==> src/rtl/core/cat_pkg.sv <==
// Shared types and constants for the command acknowledgment tracker.
`timescale 1ns / 1ps

package cat_pkg;

    localparam int unsigned CFG_AW     = 3;
    localparam int unsigned CFG_DW     = 32;
    localparam int unsigned TIMEOUT_W  = 16;
    localparam int unsigned CODE_W     = 8;
    localparam int unsigned SEQ_W      = 8;

    localparam logic [TIMEOUT_W-1:0] TIMEOUT_RESET = 16'd5000;
    localparam logic [CODE_W-1:0]    NONE_RESET    = 8'd0;
    localparam logic [TIMEOUT_W-1:0] ELAPSED_MAX   = 16'hFFFF;

    // Whole seconds from milliseconds: x / 1000 == (x * 67109) >> 26 for 16-bit x.
    localparam int unsigned           SEC_PROD_W = 33;
    localparam logic [16:0]           SEC_RECIP  = 17'd67109;
    localparam int unsigned           SEC_SHIFT  = 26;

    typedef enum logic [0:0] {
        REG_TIMEOUT_MS = 1'b0,
        REG_NONE_CODE  = 1'b1
    } t_reg_idx;

    typedef enum logic [1:0] {
        KIND_SET   = 2'd0,
        KIND_FRAME = 2'd1,
        KIND_TICK  = 2'd2,
        KIND_UNUSED = 2'd3
    } t_kind;

    typedef enum logic [1:0] {
        STATUS_PENDING = 2'd0,
        STATUS_SUCCESS = 2'd1,
        STATUS_FAILURE = 2'd2,
        STATUS_UNKNOWN = 2'd3
    } t_status;

    typedef enum logic [1:0] {
        SEND_NONE = 2'd0,
        SEND_ACK  = 2'd1,
        SEND_NACK = 2'd2,
        SEND_RSVD = 2'd3
    } t_send;

    typedef struct packed {
        logic [1:0]        cmd;
        logic [CODE_W-1:0] new_command;
        logic [SEQ_W-1:0]  remote_seq;
        logic [1:0]        remote_status;
    } t_in_payload;

    typedef struct packed {
        logic [1:0]        send_kind;
        logic              ack_success;
        logic              set_rejected;
        logic [CODE_W-1:0] current_command;
        logic [SEQ_W-1:0]  current_seq;
        logic [7:0]        seconds_left;
    } t_out_payload;

    // Result as it leaves the tracker core: milliseconds left instead of seconds.
    typedef struct packed {
        logic [1:0]           send_kind;
        logic                 ack_success;
        logic                 set_rejected;
        logic [CODE_W-1:0]    current_command;
        logic [SEQ_W-1:0]     current_seq;
        logic [TIMEOUT_W-1:0] ms_left;
    } t_result;

    typedef struct packed {
        logic [TIMEOUT_W-1:0] timeout_ms;
        logic [CODE_W-1:0]    none_code;
    } t_cfg;

endpackage

==> src/rtl/core/command_ack_tracker.sv <==
// Top level of the stop-and-wait command acknowledgment tracker.
// A result is written into the result buffer when its input transfer is accepted.
// Throughput: one input transfer per cycle; a two-entry result buffer keeps input
// open while one finished result waits, so input stalls only when both entries are full.
// Reset: synchronous, active low; the tracker is idle with sequence and command zero,
// the timeout is 5000 ms, the none code is zero and the result buffer is empty.
`timescale 1ns / 1ps

module command_ack_tracker (
    input  logic                       i_clk,
    input  logic                       i_rst_n,
    input  logic                       i_in_valid,
    output logic                       o_in_stall,
    input  cat_pkg::t_in_payload       i_in_data,
    output logic                       o_out_valid,
    input  logic                       i_out_stall,
    output cat_pkg::t_out_payload      o_out_data,
    input  logic                       psel,
    input  logic                       penable,
    input  logic                       pwrite,
    input  logic [cat_pkg::CFG_AW-1:0] paddr,
    input  logic [cat_pkg::CFG_DW-1:0] pwdata,
    output logic [cat_pkg::CFG_DW-1:0] prdata,
    output logic                       pready
);

    cat_pkg::t_cfg    cfg;
    cat_pkg::t_result result;
    logic             accept;
    logic             full;

    assign o_in_stall = full;
    assign accept     = i_in_valid && !full;

    cat_regs u_regs (
        .i_clk   (i_clk),
        .i_rst_n (i_rst_n),
        .psel    (psel),
        .penable (penable),
        .pwrite  (pwrite),
        .paddr   (paddr),
        .pwdata  (pwdata),
        .prdata  (prdata),
        .pready  (pready),
        .o_cfg   (cfg)
    );

    cat_core u_core (
        .i_clk    (i_clk),
        .i_rst_n  (i_rst_n),
        .i_accept (accept),
        .i_item   (i_in_data),
        .i_cfg    (cfg),
        .o_result (result)
    );

    cat_outbuf u_outbuf (
        .i_clk    (i_clk),
        .i_rst_n  (i_rst_n),
        .i_push   (accept),
        .i_result (result),
        .o_full   (full),
        .o_valid  (o_out_valid),
        .i_stall  (i_out_stall),
        .o_data   (o_out_data)
    );

endmodule

==> src/rtl/core/cat_regs.sv <==
// Configuration registers behind the APB-style port.
`timescale 1ns / 1ps

module cat_regs (
    input  logic                       i_clk,
    input  logic                       i_rst_n,
    input  logic                       psel,
    input  logic                       penable,
    input  logic                       pwrite,
    input  logic [cat_pkg::CFG_AW-1:0] paddr,
    input  logic [cat_pkg::CFG_DW-1:0] pwdata,
    output logic [cat_pkg::CFG_DW-1:0] prdata,
    output logic                       pready,
    output cat_pkg::t_cfg              o_cfg
);

    logic [cat_pkg::TIMEOUT_W-1:0] r_timeout_ms;
    logic [cat_pkg::CODE_W-1:0]    r_none_code;
    logic                          wr_en;
    cat_pkg::t_reg_idx             reg_idx;

    assign pready  = 1'b1;
    assign wr_en   = psel && penable && pwrite;
    assign reg_idx = cat_pkg::t_reg_idx'(paddr[2]);

    always_ff @(posedge i_clk) begin
        if (!i_rst_n) begin
            r_timeout_ms <= cat_pkg::TIMEOUT_RESET;
            r_none_code  <= cat_pkg::NONE_RESET;
        end else if (wr_en) begin
            unique case (reg_idx)
                cat_pkg::REG_TIMEOUT_MS: r_timeout_ms <= pwdata[cat_pkg::TIMEOUT_W-1:0];
                cat_pkg::REG_NONE_CODE:  r_none_code  <= pwdata[cat_pkg::CODE_W-1:0];
                default: ;
            endcase
        end
    end

    always_comb begin
        unique case (reg_idx)
            cat_pkg::REG_TIMEOUT_MS: prdata = {16'd0, r_timeout_ms};
            cat_pkg::REG_NONE_CODE:  prdata = {24'd0, r_none_code};
            default:                 prdata = '0;
        endcase
    end

    assign o_cfg.timeout_ms = r_timeout_ms;
    assign o_cfg.none_code  = r_none_code;

endmodule

==> src/rtl/core/cat_core.sv <==
// Tracker state and the combinational update for one accepted item.
`timescale 1ns / 1ps

module cat_core (
    input  logic                 i_clk,
    input  logic                 i_rst_n,
    input  logic                 i_accept,
    input  cat_pkg::t_in_payload i_item,
    input  cat_pkg::t_cfg        i_cfg,
    output cat_pkg::t_result     o_result
);

    logic [cat_pkg::CODE_W-1:0]    r_held;
    logic [cat_pkg::SEQ_W-1:0]     r_seq;
    logic                          r_active;
    logic [cat_pkg::TIMEOUT_W-1:0] r_elapsed;
    logic [cat_pkg::SEQ_W-1:0]     r_last_rseq;

    logic [cat_pkg::CODE_W-1:0]    n_held;
    logic [cat_pkg::SEQ_W-1:0]     n_seq;
    logic                          n_active;
    logic [cat_pkg::TIMEOUT_W-1:0] n_elapsed;
    logic [cat_pkg::SEQ_W-1:0]     n_last_rseq;

    logic [cat_pkg::TIMEOUT_W-1:0] tick_elapsed;
    cat_pkg::t_kind                kind;
    cat_pkg::t_status              status;
    cat_pkg::t_send                send;
    logic                          success;
    logic                          rejected;

    assign kind         = cat_pkg::t_kind'(i_item.cmd);
    assign status       = cat_pkg::t_status'(i_item.remote_status);
    assign tick_elapsed = (r_elapsed == cat_pkg::ELAPSED_MAX) ? r_elapsed
                                                              : r_elapsed + 16'd1;

    always_comb begin
        n_held      = r_held;
        n_seq       = r_seq;
        n_active    = r_active;
        n_elapsed   = r_elapsed;
        n_last_rseq = r_last_rseq;
        send        = cat_pkg::SEND_NONE;
        success     = 1'b0;
        rejected    = 1'b0;
        unique case (kind)
            cat_pkg::KIND_SET: begin
                if (r_active) begin
                    rejected = 1'b1;
                end else begin
                    n_held    = i_item.new_command;
                    n_seq     = r_seq + 8'd1;
                    n_elapsed = '0;
                    n_active  = 1'b1;
                end
            end
            cat_pkg::KIND_FRAME: begin
                n_last_rseq = i_item.remote_seq;
                if (r_active && i_item.remote_seq == r_seq) begin
                    if (status == cat_pkg::STATUS_PENDING) begin
                        n_held = i_cfg.none_code;
                    end else begin
                        send      = cat_pkg::SEND_ACK;
                        success   = (status == cat_pkg::STATUS_SUCCESS);
                        n_held    = i_cfg.none_code;
                        n_active  = 1'b0;
                        n_elapsed = '0;
                    end
                end else if (!r_active && i_item.remote_seq != r_seq) begin
                    send      = cat_pkg::SEND_NACK;
                    n_seq     = i_item.remote_seq;
                    n_held    = i_cfg.none_code;
                    n_active  = 1'b0;
                    n_elapsed = '0;
                end
            end
            cat_pkg::KIND_TICK: begin
                if (r_active) begin
                    n_elapsed = tick_elapsed;
                    if (tick_elapsed >= i_cfg.timeout_ms) begin
                        send      = cat_pkg::SEND_NACK;
                        n_seq     = r_last_rseq;
                        n_held    = i_cfg.none_code;
                        n_active  = 1'b0;
                        n_elapsed = '0;
                    end
                end
            end
            cat_pkg::KIND_UNUSED: ;
            default: ;
        endcase
    end

    always_comb begin
        o_result.send_kind       = send;
        o_result.ack_success     = success;
        o_result.set_rejected    = rejected;
        o_result.current_command = n_held;
        o_result.current_seq     = n_seq;
        if (n_active && n_elapsed < i_cfg.timeout_ms) begin
            o_result.ms_left = i_cfg.timeout_ms - n_elapsed;
        end else begin
            o_result.ms_left = '0;
        end
    end

    always_ff @(posedge i_clk) begin
        if (!i_rst_n) begin
            r_held      <= '0;
            r_seq       <= '0;
            r_active    <= 1'b0;
            r_elapsed   <= '0;
            r_last_rseq <= '0;
        end else if (i_accept) begin
            r_held      <= n_held;
            r_seq       <= n_seq;
            r_active    <= n_active;
            r_elapsed   <= n_elapsed;
            r_last_rseq <= n_last_rseq;
        end
    end

    a_set_starts: assert property (@(posedge i_clk) disable iff (!i_rst_n)
        i_accept && kind == cat_pkg::KIND_SET && !r_active
        |=> r_active && r_seq == $past(r_seq) + 8'd1 && r_elapsed == '0)
        else $error("set transfer did not start a command");

    a_idle_timer: assert property (@(posedge i_clk) disable iff (!i_rst_n)
        !r_active |-> r_elapsed == '0)
        else $error("timer running while idle");

    a_send_idles: assert property (@(posedge i_clk) disable iff (!i_rst_n)
        i_accept && send != cat_pkg::SEND_NONE |=> !r_active)
        else $error("tracker still active after sending a frame");

endmodule

==> src/rtl/core/cat_outbuf.sv <==
// Two-entry result buffer with the milliseconds-to-seconds conversion at its head.
`timescale 1ns / 1ps

module cat_outbuf (
    input  logic                  i_clk,
    input  logic                  i_rst_n,
    input  logic                  i_push,
    input  cat_pkg::t_result      i_result,
    output logic                  o_full,
    output logic                  o_valid,
    input  logic                  i_stall,
    output cat_pkg::t_out_payload o_data
);

    cat_pkg::t_result               r_buf [2];
    logic                           r_wr_ptr;
    logic                           r_rd_ptr;
    logic [1:0]                     r_count;
    logic                           pop;
    cat_pkg::t_result               head;
    logic [cat_pkg::SEC_PROD_W-1:0] sec_prod;

    assign o_valid = (r_count != 2'd0);
    assign o_full  = (r_count == 2'd2);
    assign pop     = o_valid && !i_stall;
    assign head    = r_buf[r_rd_ptr];

    always_ff @(posedge i_clk) begin
        if (i_push) begin
            r_buf[r_wr_ptr] <= i_result;
        end
    end

    always_ff @(posedge i_clk) begin
        if (!i_rst_n) begin
            r_wr_ptr <= 1'b0;
            r_rd_ptr <= 1'b0;
            r_count  <= '0;
        end else begin
            if (i_push) begin
                r_wr_ptr <= !r_wr_ptr;
            end
            if (pop) begin
                r_rd_ptr <= !r_rd_ptr;
            end
            if (i_push && !pop) begin
                r_count <= r_count + 2'd1;
            end else if (pop && !i_push) begin
                r_count <= r_count - 2'd1;
            end
        end
    end

    assign sec_prod = {17'd0, head.ms_left} * {16'd0, cat_pkg::SEC_RECIP};

    always_comb begin
        o_data.send_kind       = head.send_kind;
        o_data.ack_success     = head.ack_success;
        o_data.set_rejected    = head.set_rejected;
        o_data.current_command = head.current_command;
        o_data.current_seq     = head.current_seq;
        o_data.seconds_left    = {1'b0, sec_prod[cat_pkg::SEC_PROD_W-1:cat_pkg::SEC_SHIFT]};
    end

    a_no_overflow: assert property (@(posedge i_clk) disable iff (!i_rst_n)
        i_push |-> r_count != 2'd2)
        else $error("transfer pushed into a full result buffer");

    a_ptr_count: assert property (@(posedge i_clk) disable iff (!i_rst_n)
        (r_wr_ptr ^ r_rd_ptr) == r_count[0] && r_count != 2'd3)
        else $error("result buffer pointers disagree with fill count");

endmodule
==> config.mk <==
export PLATFORM = sky130hd
export DESIGN_NAME = command_ack_tracker
export DESIGN_NICKNAME = d
export VERILOG_FILES = /design/src/rtl/core/cat_pkg.sv /design/src/rtl/core/command_ack_tracker.sv /design/src/rtl/core/cat_regs.sv /design/src/rtl/core/cat_core.sv /design/src/rtl/core/cat_outbuf.sv
export SDC_FILE = /design/constraint.sdc
export NUM_CORES = 1
export LEC_CHECK = 0
export ABC_CLOCK_PERIOD_IN_PS = 19500
export BUFFER_PORTS_ARGS = -buffer_cell sky130_fd_sc_hd__buf_2
export CORE_MARGIN = 8
export CORE_UTILIZATION = 55
export CTS_CLUSTER_DIAMETER = 40
export DETAILED_ROUTE_END_ITERATION = 8
export PLACE_DENSITY = 0.83
export SKIP_CTS_REPAIR_TIMING = 1
export SLEW_MARGIN = 20
export SYNTH_ARGS = -nofsm -noshare
export SYNTH_HDL_FRONTEND = slang
export SYNTH_HIERARCHICAL = 1
export SYNTH_SLANG_ARGS = --single-unit
==> constraint.sdc <==
create_clock -name i_clk -period 19.5 [get_ports i_clk]
set_input_delay 3.9 -clock i_clk [delete_from_list [all_inputs] [get_ports i_clk]]
set_output_delay 3.9 -clock i_clk [all_outputs]
set_load 0.005 [all_outputs]
==> metrics.md <==
| Metric | Value |
|---|---|
| Post-synth EDFFs | 72 |
| Reg2reg end | u_outbuf/r_buf[1][0] |
| Number of port buffers | 88 |
| Critical path's slowest cell | dfxtp_2 |
| Post-route ant nets | 0 |
| Crit path depth | 19 |
| Worst slew pin tran | 1.036 ns |
| Commonest non-fill, non-tap cell in the layout | ha_1 |
| Initial antenna violation count | 0 |
| Final TNS setup | 0 ns |
| Overall Global Routing Usage | 0.2192 |
| Die Wd | 164.2 um |
| Crit Path Class | reg2out |
| R2R cell count | 19 |
| RSZ-0062 raised after global routing | false |
| DRC | 0 |
| Largest net degree at the start of global routing | 69 |
| Most area-consuming cells after synthesis | edfxtp_1 (18%), ha_1 (18%), dfxtp_1 (12%), fa_1 (6.1%), mux2_2 (4.5%) |
| Vias in the first global route | 9787 |
| WL/cell | 18.51 um |
| Clock-pin slew on the worst setup and hold paths | 0.07 ns |
| Slew headroom | 0.3091 |
| Max frequency | 0.09172 GHz |
| Setup violators final | 0 |
| Max-cap violations | 0 |
| Max IR drop VDD | 0.1775 mV |
| Final Hold Vio Count | 0 |
| Num CTS Buffers | 17 |
| Ant diodes | 0 |
| Required @ worst endpoint | 15.60 ns |
| Power Dens Cells | 195.2 mW/mm^2 |
| Post-layout util | 0.6092 |
| Vias/cell | 6.063 |
| Crit path max fanout | 38 |
| Die Area | 0.02697 mm^2 |
| Crit path to | o_out_data[5] |
| Sequential fraction of the synthesis area | 0.2948 |
| Ys async rst share | 0 |
| Detailed Routing Iterations Pass 1 | 6 |
| Clock tree buffer depth | 2 |
| Status | completed |
| Cell Chain, Critical Path | mux2i_1 > inv_1 > ha_1 > inv_1 > ha_1 > inv_1 > fa_1 > inv_1 > fa_1 > fa_1 > ha_1 > ha_1 > nand4_1 > nor4_1 > o211ai_1 > nand4_1 > a41oi_2 > xnor2_1 > buf_2 |
| Dpl cells | 1582 |
| RR Startpoint | u_core/r_elapsed[6] |
| Ys flop type | edfxtp_1 |
| Avg Inst Size Synth | 9.577 um^2 |
| Yosys reg bits | 142 |
| First-pass GRT wire length | 47.75 mm |
| Distinct cells, synth | 80 |
| Setup Skew | 0.01177 ns |
| Worst setup EP type | output port |
| Worst EP arrival | 7.00 ns |
| Buf/Inv on CP | 5 |
| CP peak stage delay | 0.99 ns |
| P_leak | 5.799 nW |
| Hold crit path type | reg2reg |
| # clock sinks | 142 |
| CTS tree | done |
| Mapped Cells | 1262 |
| Min Clock Period, post-route | 10.90 ns |
| Clock latency on the worst-skew pair | 0.44 ns |
| Area grow syn2layout | 9.306% |
| Layout Nets | 1594 |
| Die Ht | 164.2 um |
| Post-Layout Cell Count | 1616 |
| Placer Congestion | 0.9410 |
| Routed vias | 9797 |
| Max-slew violations | 0 |
| Row cnt | 54 |
| Top cell type's share of synthesized area | 0.1789 |
| CTS root buffer | clkbuf_16 |
| Flop-to-flop setup slack | 12.76 ns |
| Tcrit/Tclk final | 0.5591 |
| Final wirelength | 29.92 mm |
| Crit path launch type | flop |
| Overflow after GRT | 0 |
| H-tree lvl count | 4 |
| Top cell family by delay on the critical path | adder cells |
| Share of layout cells above drive strength 1 | 0.1497 |
| Dpl hpwl | 22.53 mm |
| Netlist Area Pre-Place | 0.01209 mm^2 |
| Initial Util | 0.5573 |
| Core ar. | 0.02169 mm^2 |
| Most frequent cells in the layout | ha_1 (172), inv_1 (104), nand2_1 (89), buf_2 (88), a21oi_1 (74) |
| Post-synth top area cell | edfxtp_1 |
| Boundary Pins | 125 |
| DRT iter0 DRCs | 864 |
| Total power | 2.579 mW |
| Ys Warns | 6 |
[synthesized netlist by cell type (12+ instances only)]
master	count
edfxtp_1	72
clkbuf_1	29
nor2b_1	29
ha_1	172
a211oi_1	19
fa_1	37
a22oi_1	12
a21o_1	12
nand3_1	41
nor2_1	58
dfxtp_1	70
buf_4	20
nor3_1	38
mux2_2	48
nand2_1	89
nand4_1	17
inv_1	104
mux2i_1	30
a21oi_1	75
o21ai_0	57
xnor2_1	30
a221o_1	21
[layer usage]
| layer | track usage | up-vias | share of wire |
|---|---|---|---|
| li1 | - | 4704 | - |
| met5 | 0 | - | 0 |
| met1 | 0.2606 | 4617 | 0.41 |
| met4 | 0.08967 | 0 | 0.025 |
| met3 | 0.03885 | 71 | 0.064 |
| met2 | 0.3842 | 405 | 0.50 |
[sequential cells by signal, summed over array words and instances (netlist names), named ones only]
register,flops
u_core/r_last_rseq,8
u_core/r_active,1
u_regs/r_timeout_ms,16
u_outbuf/r_wr_ptr,1
u_outbuf/r_rd_ptr,1
u_outbuf/r_buf,72
u_regs/r_none_code,8
u_core/r_seq,8
u_core/r_elapsed,16
u_outbuf/r_count,2
u_core/r_held,8
[worst min-delay path, delay by kind of cell, from the launching register on]
kind | cells | cell delay, ns
and+or+nand+nor | 1 | 0.05
AOI/OAI and AO/OA | 1 | 0.05
DFF | 1 | 0.32
[power breakdown]
| group | switching (mW) | internal, mW | leakage [nW] | total (mW) |
|---|---|---|---|---|
| combinational | 1.10 | 0.766 | 4.25 | 1.87 |
| clock | 0.151 | 0.172 | 0.285 | 0.323 |
| sequential | 0.0324 | 0.354 | 1.26 | 0.386 |
| total | 1.29 | 1.29 | 5.80 | 2.58 |
[logic make-up (layout without fill, tap and decap cells)]
kind of cell / Yosys count / in the layout / share of synthesized area
compound gates: 278 / 278 / 0.1568
mux: 79 / 79 / 0.07143
simple gates: 336 / 336 / 0.1415
other cells: 3 / 18 / 0.0009316
buf+inv: 175 / 234 / 0.06615
xor+xnor: 40 / 40 / 0.02899
fa+ha+maj: 209 / 209 / 0.2393
flops: 142 / 142 / 0.2948
[through the flow]
| step | hold WS [ns] | cell area [um^2] | setup WS (ns) |
|---|---|---|---|
| finish | 0.4701 | 13210 | 8.597 |
| global placement | 0.4506 | 12580 | 9.009 |
| floorplan | 0.4366 | 12140 | 10.35 |
| global route | 0.4903 | 13210 | 8.367 |
| CTS | 0.4671 | 13180 | 8.519 |
| detailed placement | 0.4559 | 12580 | 9.000 |
[layout make-up]
cell class                      count  area, um^2
Fill cell                        1713        8477
Multi-Input combinational cell    960        7795
Sequential cell                   142        3565
Timing Repair Buffer               95       503.0
Clock buffer                       17       425.4
Inverter                          107       401.6
Tap cell                          280       350.3
Clock inverter                     15       171.4
[worst min-delay path by stage]
stage,startpoint,to,cells after the start
3_5_place_dp,u_core/r_last_rseq[5],u_core/r_last_rseq[5],2
6_report,u_core/r_last_rseq[5],u_core/r_last_rseq[5],2
5_1_grt,u_core/r_last_rseq[7],u_core/r_last_rseq[7],2
2_1_floorplan,u_core/r_last_rseq[1],u_core/r_last_rseq[1],2
4_1_cts,u_core/r_last_rseq[5],u_core/r_last_rseq[5],2
3_3_place_gp,u_core/r_last_rseq[5],u_core/r_last_rseq[5],2
Note: power is estimated with default switching activity, not from simulation.
